--- src/sv/alds_pkg.sv ---
package alds_pkg;

	// character classes handed from the front to the back
	typedef enum logic [3:0] {
		CLS_OTHER  = 4'd0,
		CLS_DELIM  = 4'd1,
		CLS_OPEN   = 4'd2,
		CLS_CLOSE  = 4'd3,
		CLS_DQUOTE = 4'd4,
		CLS_COLON  = 4'd5,
		CLS_SEMI   = 4'd6,
		CLS_BSLASH = 4'd7,
		CLS_EOT    = 4'd8
	} char_class_t;

	typedef enum logic [2:0] {
		V_INSIDE = 3'd0,
		V_BEFORE = 3'd1,
		V_AFTER  = 3'd2,
		V_ERROR  = 3'd3,
		V_EOT    = 3'd4
	} verdict_t;

	// one queue entry with its valid flag
	typedef struct packed {
		logic        valid;
		char_class_t cls;
	} qbeat_t;

	localparam logic [7:0] CH_COMMA  = 8'h2C;
	localparam logic [7:0] CH_CR     = 8'h0D;
	localparam logic [7:0] CH_LF     = 8'h0A;
	localparam logic [7:0] CH_OPEN   = 8'h28;
	localparam logic [7:0] CH_CLOSE  = 8'h29;
	localparam logic [7:0] CH_DQUOTE = 8'h22;
	localparam logic [7:0] CH_COLON  = 8'h3A;
	localparam logic [7:0] CH_SEMI   = 8'h3B;
	localparam logic [7:0] CH_BSLASH = 8'h5C;

	localparam int QUEUE_DEPTH = 2;
	localparam int QPTR_W      = $clog2(QUEUE_DEPTH);

	localparam int LEN_OUT_W = 16;

endpackage

--- src/sv/address_list_delimiter_scanner.sv ---
// Splits an address list header into addresses, one character beat in and one
// verdict beat out. Input beats carry the character in s_tdata and the end of
// text flag in s_tuser; each gives one output beat with the verdict in m_tuser
// and the address length in m_tdata. The block sustains one beat per clock
// while m_tready is high: the front classifies the character in the accept
// cycle, a two-entry queue holds the class, and the back updates the quote,
// comment, group, escape and colon state and loads the output register, so a
// result beat passes the queue entry and then the output register. The state
// update of the back sets the rate. The user is to write group_mode through
// cfg_valid/cfg_data only while the stream is idle; the block does not check.
module address_list_delimiter_scanner #(
	parameter int NEST_BITS   = 8,
	parameter int LENGTH_BITS = 16
) (
	input  logic        clk,
	input  logic        arst_n,

	// config write: group_mode
	input  logic        cfg_valid,
	output logic        cfg_ready,
	input  logic [0:0]  cfg_data,

	// character stream
	input  logic        s_tvalid,
	output logic        s_tready,
	input  logic [7:0]  s_tdata,   // char_byte
	input  logic [0:0]  s_tuser,   // end_of_text

	// verdict stream
	output logic        m_tvalid,
	input  logic        m_tready,
	output logic [15:0] m_tdata,   // address_length
	output logic [2:0]  m_tuser    // verdict
);

	logic             group_mode_q;
	alds_pkg::qbeat_t push;
	alds_pkg::qbeat_t head;
	logic             push_ready;
	logic             pop;

	// config always taken
	assign cfg_ready = 1'b1;

	always_ff @(posedge clk or negedge arst_n) begin
		if (!arst_n) begin
			group_mode_q <= 1'b0;
		end else if (cfg_valid) begin
			group_mode_q <= cfg_data[0];
		end
	end

	// front: classify each character beat
	alds_front u_front (
		.s_tvalid   (s_tvalid),
		.s_tready   (s_tready),
		.s_tdata    (s_tdata),
		.s_tuser    (s_tuser),
		.push_ready (push_ready),
		.push       (push)
	);

	// decoupling queue of character classes
	alds_queue u_queue (
		.clk        (clk),
		.arst_n     (arst_n),
		.push       (push),
		.push_ready (push_ready),
		.head       (head),
		.pop        (pop)
	);

	// back: scan state and output register
	alds_back #(
		.NEST_BITS   (NEST_BITS),
		.LENGTH_BITS (LENGTH_BITS)
	) u_back (
		.clk        (clk),
		.arst_n     (arst_n),
		.group_mode (group_mode_q),
		.head       (head),
		.pop        (pop),
		.m_tvalid   (m_tvalid),
		.m_tready   (m_tready),
		.m_tdata    (m_tdata),
		.m_tuser    (m_tuser)
	);

endmodule

--- src/sv/alds_front.sv ---
module alds_front (
	input  logic                 s_tvalid,
	output logic                 s_tready,
	input  logic [7:0]           s_tdata,   // char_byte
	input  logic [0:0]           s_tuser,   // end_of_text
	input  logic                 push_ready,
	output alds_pkg::qbeat_t     push
);

	alds_pkg::char_class_t cls;

	always_comb begin
		if (s_tuser[0]) begin
			cls = alds_pkg::CLS_EOT;
		end else begin
			case (s_tdata)
				alds_pkg::CH_COMMA,
				alds_pkg::CH_CR,
				alds_pkg::CH_LF:     cls = alds_pkg::CLS_DELIM;
				alds_pkg::CH_OPEN:   cls = alds_pkg::CLS_OPEN;
				alds_pkg::CH_CLOSE:  cls = alds_pkg::CLS_CLOSE;
				alds_pkg::CH_DQUOTE: cls = alds_pkg::CLS_DQUOTE;
				alds_pkg::CH_COLON:  cls = alds_pkg::CLS_COLON;
				alds_pkg::CH_SEMI:   cls = alds_pkg::CLS_SEMI;
				alds_pkg::CH_BSLASH: cls = alds_pkg::CLS_BSLASH;
				default:             cls = alds_pkg::CLS_OTHER;
			endcase
		end
	end

	assign s_tready   = push_ready;
	assign push.valid = s_tvalid;
	assign push.cls   = cls;

endmodule

--- src/sv/alds_queue.sv ---
module alds_queue (
	input  logic             clk,
	input  logic             arst_n,
	input  alds_pkg::qbeat_t push,
	output logic             push_ready,
	output alds_pkg::qbeat_t head,
	input  logic             pop
);

	localparam int DEPTH = alds_pkg::QUEUE_DEPTH;
	localparam int PW    = alds_pkg::QPTR_W;

	alds_pkg::char_class_t mem_q [DEPTH];
	logic [PW-1:0]         wr_ptr_q;
	logic [PW-1:0]         rd_ptr_q;
	logic [PW:0]           count_q;
	logic                  wr;
	logic                  rd;

	assign push_ready = (count_q != (PW+1)'(DEPTH));
	assign wr         = push.valid && push_ready;
	assign rd         = pop && (count_q != '0);
	assign head.valid = (count_q != '0);
	assign head.cls   = mem_q[rd_ptr_q];

	always_ff @(posedge clk) begin
		if (wr) begin
			mem_q[wr_ptr_q] <= push.cls;
		end
	end

	always_ff @(posedge clk or negedge arst_n) begin
		if (!arst_n) begin
			wr_ptr_q <= '0;
			rd_ptr_q <= '0;
			count_q  <= '0;
		end else begin
			if (wr) begin
				wr_ptr_q <= (wr_ptr_q == PW'(DEPTH-1)) ? '0 : wr_ptr_q + 1'b1;
			end
			if (rd) begin
				rd_ptr_q <= (rd_ptr_q == PW'(DEPTH-1)) ? '0 : rd_ptr_q + 1'b1;
			end
			case ({wr, rd})
				2'b10:   count_q <= count_q + 1'b1;
				2'b01:   count_q <= count_q - 1'b1;
				default: count_q <= count_q;
			endcase
		end
	end

endmodule

--- src/sv/alds_back.sv ---
module alds_back #(
	parameter int NEST_BITS   = 8,
	parameter int LENGTH_BITS = 16
) (
	input  logic             clk,
	input  logic             arst_n,
	input  logic             group_mode,
	input  alds_pkg::qbeat_t head,
	output logic             pop,
	output logic             m_tvalid,
	input  logic             m_tready,
	output logic [15:0]      m_tdata,   // address_length
	output logic [2:0]       m_tuser    // verdict
);

	localparam logic [NEST_BITS-1:0]   NEST_MAX = '1;
	localparam logic [LENGTH_BITS-1:0] LEN_MAX  = '1;
	localparam int                     OW       = alds_pkg::LEN_OUT_W;

	logic                   in_quote_q;
	logic [NEST_BITS-1:0]   comment_depth_q;
	logic [NEST_BITS-1:0]   group_depth_q;
	logic                   escape_q;
	logic                   colon_q;
	logic [LENGTH_BITS-1:0] count_q;

	logic                   in_quote_n;
	logic [NEST_BITS-1:0]   comment_depth_n;
	logic [NEST_BITS-1:0]   group_depth_n;
	logic                   escape_n;
	logic                   colon_n;
	logic [LENGTH_BITS-1:0] count_n;

	logic [NEST_BITS-1:0]   gd_eff;
	logic [LENGTH_BITS-1:0] count_inc;
	logic                   grouped;
	logic                   clear;
	alds_pkg::verdict_t     verdict;
	logic [LENGTH_BITS-1:0] len;
	logic [LENGTH_BITS+OW-1:0] len_ext;

	logic                   m_tvalid_q;
	logic [OW-1:0]          len_q;
	alds_pkg::verdict_t     verdict_q;

	assign pop = head.valid && (!m_tvalid_q || m_tready);

	// a pending colon opens a group unless another colon follows
	assign gd_eff = (colon_q && head.cls != alds_pkg::CLS_COLON && group_depth_q != NEST_MAX)
		? group_depth_q + 1'b1 : group_depth_q;
	assign grouped   = group_mode && (gd_eff != '0);
	assign count_inc = (count_q != LEN_MAX) ? count_q + 1'b1 : count_q;

	always_comb begin
		in_quote_n      = in_quote_q;
		comment_depth_n = comment_depth_q;
		group_depth_n   = gd_eff;
		escape_n        = 1'b0;
		colon_n         = 1'b0;
		count_n         = count_inc;
		clear           = 1'b0;
		verdict         = alds_pkg::V_INSIDE;
		len             = count_inc;
		if (head.cls == alds_pkg::CLS_EOT) begin
			clear = 1'b1;
			if (in_quote_q || comment_depth_q != '0 || grouped) begin
				verdict = alds_pkg::V_ERROR;
				len     = '0;
			end else begin
				verdict = alds_pkg::V_EOT;
				len     = count_q;
			end
		end else if (head.cls == alds_pkg::CLS_DELIM && !in_quote_q &&
				comment_depth_q == '0 && !grouped) begin
			clear   = 1'b1;
			verdict = alds_pkg::V_BEFORE;
			len     = count_q;
		end else if (!escape_q) begin
			case (head.cls)
				alds_pkg::CLS_OPEN: begin
					if (!in_quote_q && comment_depth_q != NEST_MAX) begin
						comment_depth_n = comment_depth_q + 1'b1;
					end
				end
				alds_pkg::CLS_CLOSE: begin
					if (!in_quote_q) begin
						if (comment_depth_q == '0) begin
							clear   = 1'b1;
							verdict = alds_pkg::V_ERROR;
							len     = '0;
						end else begin
							comment_depth_n = comment_depth_q - 1'b1;
						end
					end
				end
				alds_pkg::CLS_DQUOTE: begin
					if (comment_depth_q == '0) begin
						in_quote_n = !in_quote_q;
					end
				end
				alds_pkg::CLS_COLON: begin
					if (!in_quote_q && comment_depth_q == '0) begin
						colon_n = 1'b1;
					end
				end
				alds_pkg::CLS_SEMI: begin
					if (!in_quote_q && comment_depth_q == '0) begin
						if (gd_eff == '0) begin
							clear = 1'b1;
							if (group_mode) begin
								verdict = alds_pkg::V_ERROR;
								len     = '0;
							end else begin
								verdict = alds_pkg::V_AFTER;
								len     = count_inc;
							end
						end else begin
							group_depth_n = gd_eff - 1'b1;
						end
					end
				end
				alds_pkg::CLS_BSLASH: escape_n = 1'b1;
				default: escape_n = 1'b0;
			endcase
		end
	end

	assign len_ext = {{OW{1'b0}}, len};

	always_ff @(posedge clk or negedge arst_n) begin
		if (!arst_n) begin
			in_quote_q      <= 1'b0;
			comment_depth_q <= '0;
			group_depth_q   <= '0;
			escape_q        <= 1'b0;
			colon_q         <= 1'b0;
			count_q         <= '0;
			m_tvalid_q      <= 1'b0;
		end else begin
			if (pop) begin
				if (clear) begin
					in_quote_q      <= 1'b0;
					comment_depth_q <= '0;
					group_depth_q   <= '0;
					escape_q        <= 1'b0;
					colon_q         <= 1'b0;
					count_q         <= '0;
				end else begin
					in_quote_q      <= in_quote_n;
					comment_depth_q <= comment_depth_n;
					group_depth_q   <= group_depth_n;
					escape_q        <= escape_n;
					colon_q         <= colon_n;
					count_q         <= count_n;
				end
				m_tvalid_q <= 1'b1;
			end else if (m_tready) begin
				m_tvalid_q <= 1'b0;
			end
		end
	end

	always_ff @(posedge clk) begin
		if (pop) begin
			verdict_q <= verdict;
			len_q     <= len_ext[OW-1:0];
		end
	end

	assign m_tvalid = m_tvalid_q;
	assign m_tdata  = len_q;
	assign m_tuser  = verdict_q;

endmodule

--- config.mk ---
export PLATFORM = sky130hd
export DESIGN_NAME = address_list_delimiter_scanner
export DESIGN_NICKNAME = d
export VERILOG_FILES = /design/src/sv/alds_pkg.sv /design/src/sv/address_list_delimiter_scanner.sv /design/src/sv/alds_front.sv /design/src/sv/alds_queue.sv /design/src/sv/alds_back.sv
export SDC_FILE = /design/constraint.sdc
export NUM_CORES = 1
export LEC_CHECK = 0
export ABC_AREA = 1
export BUFFER_PORTS_ARGS = -buffer_cell sky130_fd_sc_hd__buf_2
export CAP_MARGIN = 10
export CORE_MARGIN = 5
export CORE_UTILIZATION = 25
export DETAILED_ROUTE_END_ITERATION = 7
export PLACE_DENSITY = 0.38
export SLEW_MARGIN = 10
export SYNTH_ARGS = -nofsm -noshare
export SYNTH_HDL_FRONTEND = slang
export SYNTH_SLANG_ARGS = --single-unit
--- constraint.sdc ---
create_clock -name clk -period 3.4 [get_ports clk]
set_clock_uncertainty 0.15 [all_clocks]
set_input_delay 0.34 -clock clk [delete_from_list [all_inputs] [get_ports clk]]
set_output_delay 0.34 -clock clk [all_outputs]
set_load 0.1 [all_outputs]
==> flow_summary.json, run 1 <==
{
  "critPathLaunch": "u_back.group_depth_q[0]",
  "clk_pin_slew_ns": 0.06,
  "synth_nets": 619,
  "async_flop_share": 0.603,
  "arrival_ns": 3.04,
  "syn_area_per_cell_um2": 7.67,
  "die_x_um": 145,
  "setup_violations": 0,
  "routedWlPerCell_um": 13.7,
  "grt_antenna_before_repair": 0,
  "hold_slack_ns": 0.0405,
  "grt_pass1_vias": 3936,
  "place_area_um2": 5070,
  "crit_path_max_fanout": 11,
  "design_area_um2": 5360,
  "seq_area_frac_synth": 0.404,
  "grt_usage": 0.122,
  "cap_violations": 0,
  "cts_tree": "done",
  "via_count": 3999,
  "synth_edf_count": 27,
  "grt_remaining_overflow": 0,
  "fin_crit_ns": 3.09,
  "cts_buffer_depth": 2,
  "final_nets": 671,
  "r2r_slack_ns": 0.31,
  "p_per_area_nw_per_um2": 998,
  "fin_tns_setup_ns": 0,
  "fp-row-count": 49,
  "relSlewSlack": 0.497,
  "htreeDepth": 3,
  "place_hpwl_mm": 9.01,
  "clock_sinks": 68,
  "final_layout_size_suffix_gt1_frac": 0.172,
  "hold_violations": 0,
  "cts_made_buffers": 9,
  "place.gp.congestion": 0.835,
  "report.final.slew_viol_count": 0,
  "status": "finished, final reports clean",
  "synthFlopType": "dfrtp_1",
  "start_util": 0.253,
  "worst_slew_pin_slew_ns": 0.747,
  "critical_path.endpoint": "u_back.m_tdata[1]",
  "irDropWorstVdd_mv": 0.493,
  "grt_max_degree": 37,
  "die_h_um": 145,
  "fin_util": 0.298,
  "ant_nets": 0,
  "yosysWarnings": 0,
  "via_per_inst": 4.55,
  "r2r_end": "u_back.m_tdata[1]",
  "dr.pass1.iters": 4,
  "postRouteWirelength_mm": 12.1,
  "ys_seq_elements": 68,
  "drt-initial-drc-count": 214,
  "r2r_cells": 15,
  "timing.final.crit_share": 0.909,
  "antenna_cells": 0,
  "worstReg2RegStart": "u_back.group_depth_q[0]",
  "synthDistinctLibCells": 50,
  "route.detailed.drc": 0,
  "area_delta_synth_final_pct": 17.8,
  "rsz0062_at_grt": "false",
  "syn_inst": 593,
  "cp-end-kind": "flip-flop",
  "path_class": "flip-flop to flip-flop",
  "p_leak_nw": 2.54,
  "fmax_mhz": 324,
  "insertion_delay_ns": 0.34,
  "critical_path_required_ns": 3.35,
  "die_area_um2": 21000,
  "synth_area_um2": 4550,
  "grt_pass1_wl_mm": 20.0,
  "hp-class": "input pin to flip-flop",
  "root_buffer": "clkbuf_16",
  "io_buffers": 35,
  "crit_path_start_kind": "flip-flop",
  "core_um2": 18000,
  "power_mw": 5.35,
  "io_pins": 37
}
==> final cells by class <==
class	count	area, um2
clock buffer	14	264
sequential	68	1840
tap	229	287
timing repair buffer	51	298
inverter	75	287
multi-input combinational	440	2370
fill	1952	12600
clock inverter	2	12.5
==> routing by layer <==
metal	up-vias	part of all wire	routed length, um	GRT usage
li1	2061	-	-	-
met1	1872	0.49	5970	0.166
met2	52	0.45	5480	0.194
met3	14	0.037	442	0.0279
met4	0	0.015	187	0.0378
met5	-	0	0	0
==> through the flow <==
step | setup slack [ns] | instances
after floorplan | 0.333 | 593
after global placement | 0.289 | 862
after detailed placement | 0.199 | 862
after CTS | 0.186 | 879
after global routing | 0.0495 | 879
final | 0.310 | 879
==> worst min-delay path by stage <==
stage / from / to / slack [ns] / depth (start not counted)
floorplan: arst_n / group_mode_q / -0.11 / 0
global placement: arst_n / u_back.group_depth_q[7] / 0.18 / 1
detailed placement: arst_n / u_back.group_depth_q[7] / 0.17 / 1
CTS: m_tready / u_back.m_tvalid / 0.03 / 2
global route: m_tready / u_back.m_tvalid / 0.04 / 2
finish: m_tready / u_back.m_tvalid / 0.04 / 2
==> sequential cells by signal (all words and copies together) (netlist names) <==
register and cells:
u_back.count_q 16, u_back.m_tvalid 1, u_queue.rd_ptr_q 1, u_back.group_depth_q 8, u_back.m_tdata 16, u_back.colon_q 1
u_queue.count_q 2, u_queue.wr_ptr_q 1, u_back.in_quote_q 1, u_queue.mem_q 8, u_back.comment_depth_q 8, group_mode_q 1
u_back.escape_q 1, u_back.m_tuser 3
==> where the power goes <==
part / internal, mW / total, mW / switching (mW)
sequential: 1.22 / 1.47 / 0.253
clock: 0.533 / 0.883 / 0.350
combinational: 0.732 / 2.99 / 2.26
==> cells in the mapped netlist, types with 2 or more instances <==
master,n,area share
o21a_1,2,0.0033
nor4_1,6,0.0083
nor2_1,47,0.039
ha_1,10,0.028
clkbuf_1,3,0.0025
buf_6,2,0.0050
clkinv_1,2,0.0017
o21ai_2,3,0.0058
nand2_2,16,0.022
xor2_1,17,0.033
nand3_1,50,0.055
buf_2,4,0.0044
o211ai_1,6,0.0099
nand3_4,3,0.012
nand2_1,169,0.14
nand4_1,14,0.019
edfxtp_1,27,0.18
inv_1,67,0.055
nand3_2,7,0.015
xnor2_1,7,0.013
a31oi_1,2,0.0028
o21ai_0,24,0.026
nor2_2,3,0.0041
o21ai_1,7,0.0077
nor3_1,11,0.012
nor2_4,2,0.0050
inv_2,5,0.0041
dfrtp_1,41,0.23
a21oi_1,15,0.017
==> repair_timing <==
item                                    in CTS  in global routing
hold buffers                                 1                  0
hold endpoints to repair                    17                  0
gates resized for setup                      0                  1
endpoints found under the setup margin       0                  3
setup buffers                                0                  0
==> cells in the final DEF, fill, tap and decap left out, types with 7 or more instances in the layout <==
cell type	synthesis	layout
xnor2_1	7	7
o21ai_0	24	24
inv_1	67	67
edfxtp_1	27	27
buf_4	1	15
nor2_1	47	47
nand4_1	14	14
o21ai_1	7	7
clkbuf_16	0	9
nor3_1	11	11
xor2_1	17	17
dfrtp_1	41	41
nand3_2	7	7
nand3_1	50	50
a21oi_1	15	15
nand2_1	169	169
ha_1	10	10
buf_2	4	35
nand2_2	16	16
==> critical path: stages, from the launching register on <==
cell	delay (ns)
dfrtp_1	0.41
ha_1	0.24
nand2_1	0.09
inv_1	0.08
nand3b_2	0.19
nand3_4	0.15
o21ai_0	0.27
ha_1	0.26
nand3_1	0.09
nor2_1	0.13
nand3_2	0.11
o21a_2	0.32
nand2_2	0.18
inv_1	0.07
nand2_1	0.06
nand2_1	0.04
==> kinds of logic (layout without fill, tap and decap cells) <==
kind of cell | after synthesis | count (layout) | synth area share
and+or+nand+nor | 336 | 336 | 0.350
buffers and inverters | 85 | 142 | 0.0765
AOI/OAI and AO/OA | 68 | 68 | 0.0908
DFF | 68 | 68 | 0.404
xor gates and xnor gates | 24 | 24 | 0.0462
adders and majority gates | 11 | 11 | 0.0319
other | 1 | 1 | 0.000825
Power figures use the tool's default switching activity.
==> run 2, diff against run 1 <==
PLACE_DENSITY = 0.39   (was 0.38)
clock period = 2.7 ns   (was 3.4 ns; I/O delays follow)
==> flow_summary.json, run 2 (same netlist as run 1, synthesis figures left out) <==
{
  "status": "finished with violations",
  "failed_checks": "negative setup slack",
  "min_to": "u_queue.mem_q[1][3]",
  "clock_sinks": 68,
  "dr.pass1.iters": 4,
  "via_count": 4331,
  "hold_slack_ns": 0.0179,
  "p_leak_nw": 3.05,
  "cap_violations": 0,
  "clkPwrFrac": 0.139,
  "fmax_mhz": 367,
  "grt_pass1_wl_mm": 21.1,
  "worstHoldStart": "s_tuser",
  "final_layout_size_suffix_gt1_frac": 0.330,
  "route.detailed.drc": 0,
  "layout_common_cells": "147 x nand2_1, 79 x buf_4, 65 x inv_1",
  "via_per_inst": 4.50,
  "path_common_cell": "nand2_4",
  "grt_antenna_before_repair": 0,
  "r2r_cells": 19,
  "setup_violations": 8,
  "cp-end-kind": "flip-flop",
  "path_cells": "inv_4, nand2_4, nand2_2, nor2_4, nand2_4, nand3_4, xor2_4, ha_4, nand3_2, nor2_2, nand3_2, buf_6, nand2_4, clkinv_4, nand3_4, nor2_8, clkbuf_16, nand2_2, o21ai_2",
  "hold_path_depth": 1,
  "cts_made_buffers": 9,
  "fillers": 1891,
  "crit_path_max_fanout": 7,
  "path_class": "flip-flop to flip-flop",
  "place_hpwl_mm": 9.88,
  "slowest_delay_ns": 0.45,
  "io_pins": 37,
  "start_util": 0.253,
  "final_nets": 754,
  "rsz0062_at_grt": "true",
  "clk_pin_slew_ns": 0.06,
  "cts_buffer_depth": 2,
  "critical_path_required_ns": 2.77,
  "fin_crit_ns": 2.72,
  "ant_nets": 0,
  "grt_pass1_vias": 4136,
  "io_buffers": 35,
  "root_buffer": "clkbuf_16",
  "relSlewSlack": 0.634,
  "crit_path_start_kind": "flip-flop",
  "htreeDepth": 3,
  "die_h_um": 145,
  "area_delta_synth_final_pct": 40.0,
  "fin_tns_setup_ns": -0.0800,
  "hp-class": "input pin to flip-flop",
  "timing.final.crit_share": 1.01,
  "pre_cts_slack_ns": -0.0978,
  "worstReg2RegStart": "u_queue.rd_ptr_q",
  "grt_max_degree": 37,
  "insertion_delay_ns": 0.35,
  "r2r_slack_ns": -0.02,
  "hold_violations": 0,
  "placed_cells": 932,
  "switching_share": 0.511,
  "place.gp.congestion": 0.867,
  "antenna_cells": 0,
  "cp_slowest_cell": "dfrtp_2",
  "layout.cells.non_filler": 962,
  "die_x_um": 145,
  "power_mw": 7.84,
  "p_comb_frac": 0.633,
  "postRouteWirelength_mm": 13.2,
  "grt_remaining_overflow": 0,
  "irDropWorstVdd_mv": 0.583,
  "p_per_area_nw_per_um2": 1230,
  "p_switching_mw": 4.01,
  "r2r_end": "u_back.count_q[15]",
  "fp-row-count": 49,
  "pwr-share-seq": 0.228,
  "arrival_ns": 2.79,
  "worst_slew_pin_slew_ns": 0.549,
  "routedWlPerCell_um": 13.7,
  "report.final.slew_viol_count": 0,
  "drt-initial-drc-count": 230,
  "cellInternalPower_mw": 3.84,
  "layout_commonest_cell": "nand2_1",
  "grt_usage": 0.129,
  "core_um2": 18000,
  "fin_ws_ns": -0.0223,
  "die_area_um2": 21000,
  "cts_tree": "done"
}
## run 2: cell types whose count changed in the layout (fill, tap and decap cells not counted), sizes merged
cell and delta:
buf +79, clkbuf -4, clkinv +5, dlygate4sd3 +3
## run 2: what timing repair did
action                                 in CTS  in global routing
setup buffers                               4                  5
hold buffers                                4                  0
setup endpoints to repair                  44                 50
cloned                                      0                  1
endpoints found under the hold margin      20                  0
gates resized for setup                    10                 70
pin swaps                                   6                 16
## run 2: through the flow
stage	area, um2	utilization
2_1_floorplan	4610	-
3_3_place_gp	5680	0.316
3_5_place_dp	5680	0.316
4_1_cts	6070	0.338
5_1_grt	6360	0.354
6_report	6360	0.354
## run 2: how the worst max path moves through the flow
stage	slack, ns	end	start
2_1_floorplan	0.00007	u_back.m_tdata[15]	u_back.group_depth_q[0]
3_3_place_gp	-0.07	u_back.m_tdata[13]	u_queue.rd_ptr_q
3_5_place_dp	-0.1	u_back.m_tuser[0]	u_queue.rd_ptr_q
4_1_cts	0.0008	u_back.comment_depth_q[7]	u_queue.rd_ptr_q
5_1_grt	-0.17	u_back.comment_depth_q[7]	u_queue.rd_ptr_q
6_report	-0.02	u_back.count_q[15]	u_queue.rd_ptr_q
## run 2: critical path, delay by kind of cell, from the launching register on
kind,cells,cell delay (ns)
buf+inv,4,0.50
xor+xnor,1,0.23
fa+ha+maj,1,0.17
flops,1,0.45
compound gates,1,0.05
simple gates,12,1.04
## run 2: power by group through the flow
stage | clock network, mW | logic (mW) | registers, mW
3_3_place_gp | 0 | 4.46 | 1.78
4_1_cts | 1.12 | 4.62 | 1.78
6_report | 1.09 | 4.97 | 1.79
5_1_grt | 1.16 | 5.37 | 1.84
3_5_place_dp | 0 | 4.46 | 1.79
2_1_floorplan | 0 | 2.06 | 2.81
## run 2: final cells by class
class,count,area [um2],area share
inverters,75,289,0.0454
clock inverters,7,43.8,0.00688
flip-flops and latches,68,1840,0.289
multi-input cells,440,2640,0.415
well taps,229,287,0.0450
clock buffers,9,225,0.0354
repair buffers,134,1040,0.163
## run 2: layer usage
layer,global-route usage,routed length [um],vias to the layer above
li1,-,-,2230
met1,0.169,6180,2001
met2,0.208,6270,84
met3,0.0266,520,16
met4,0.0540,238,0
met5,0,0,-
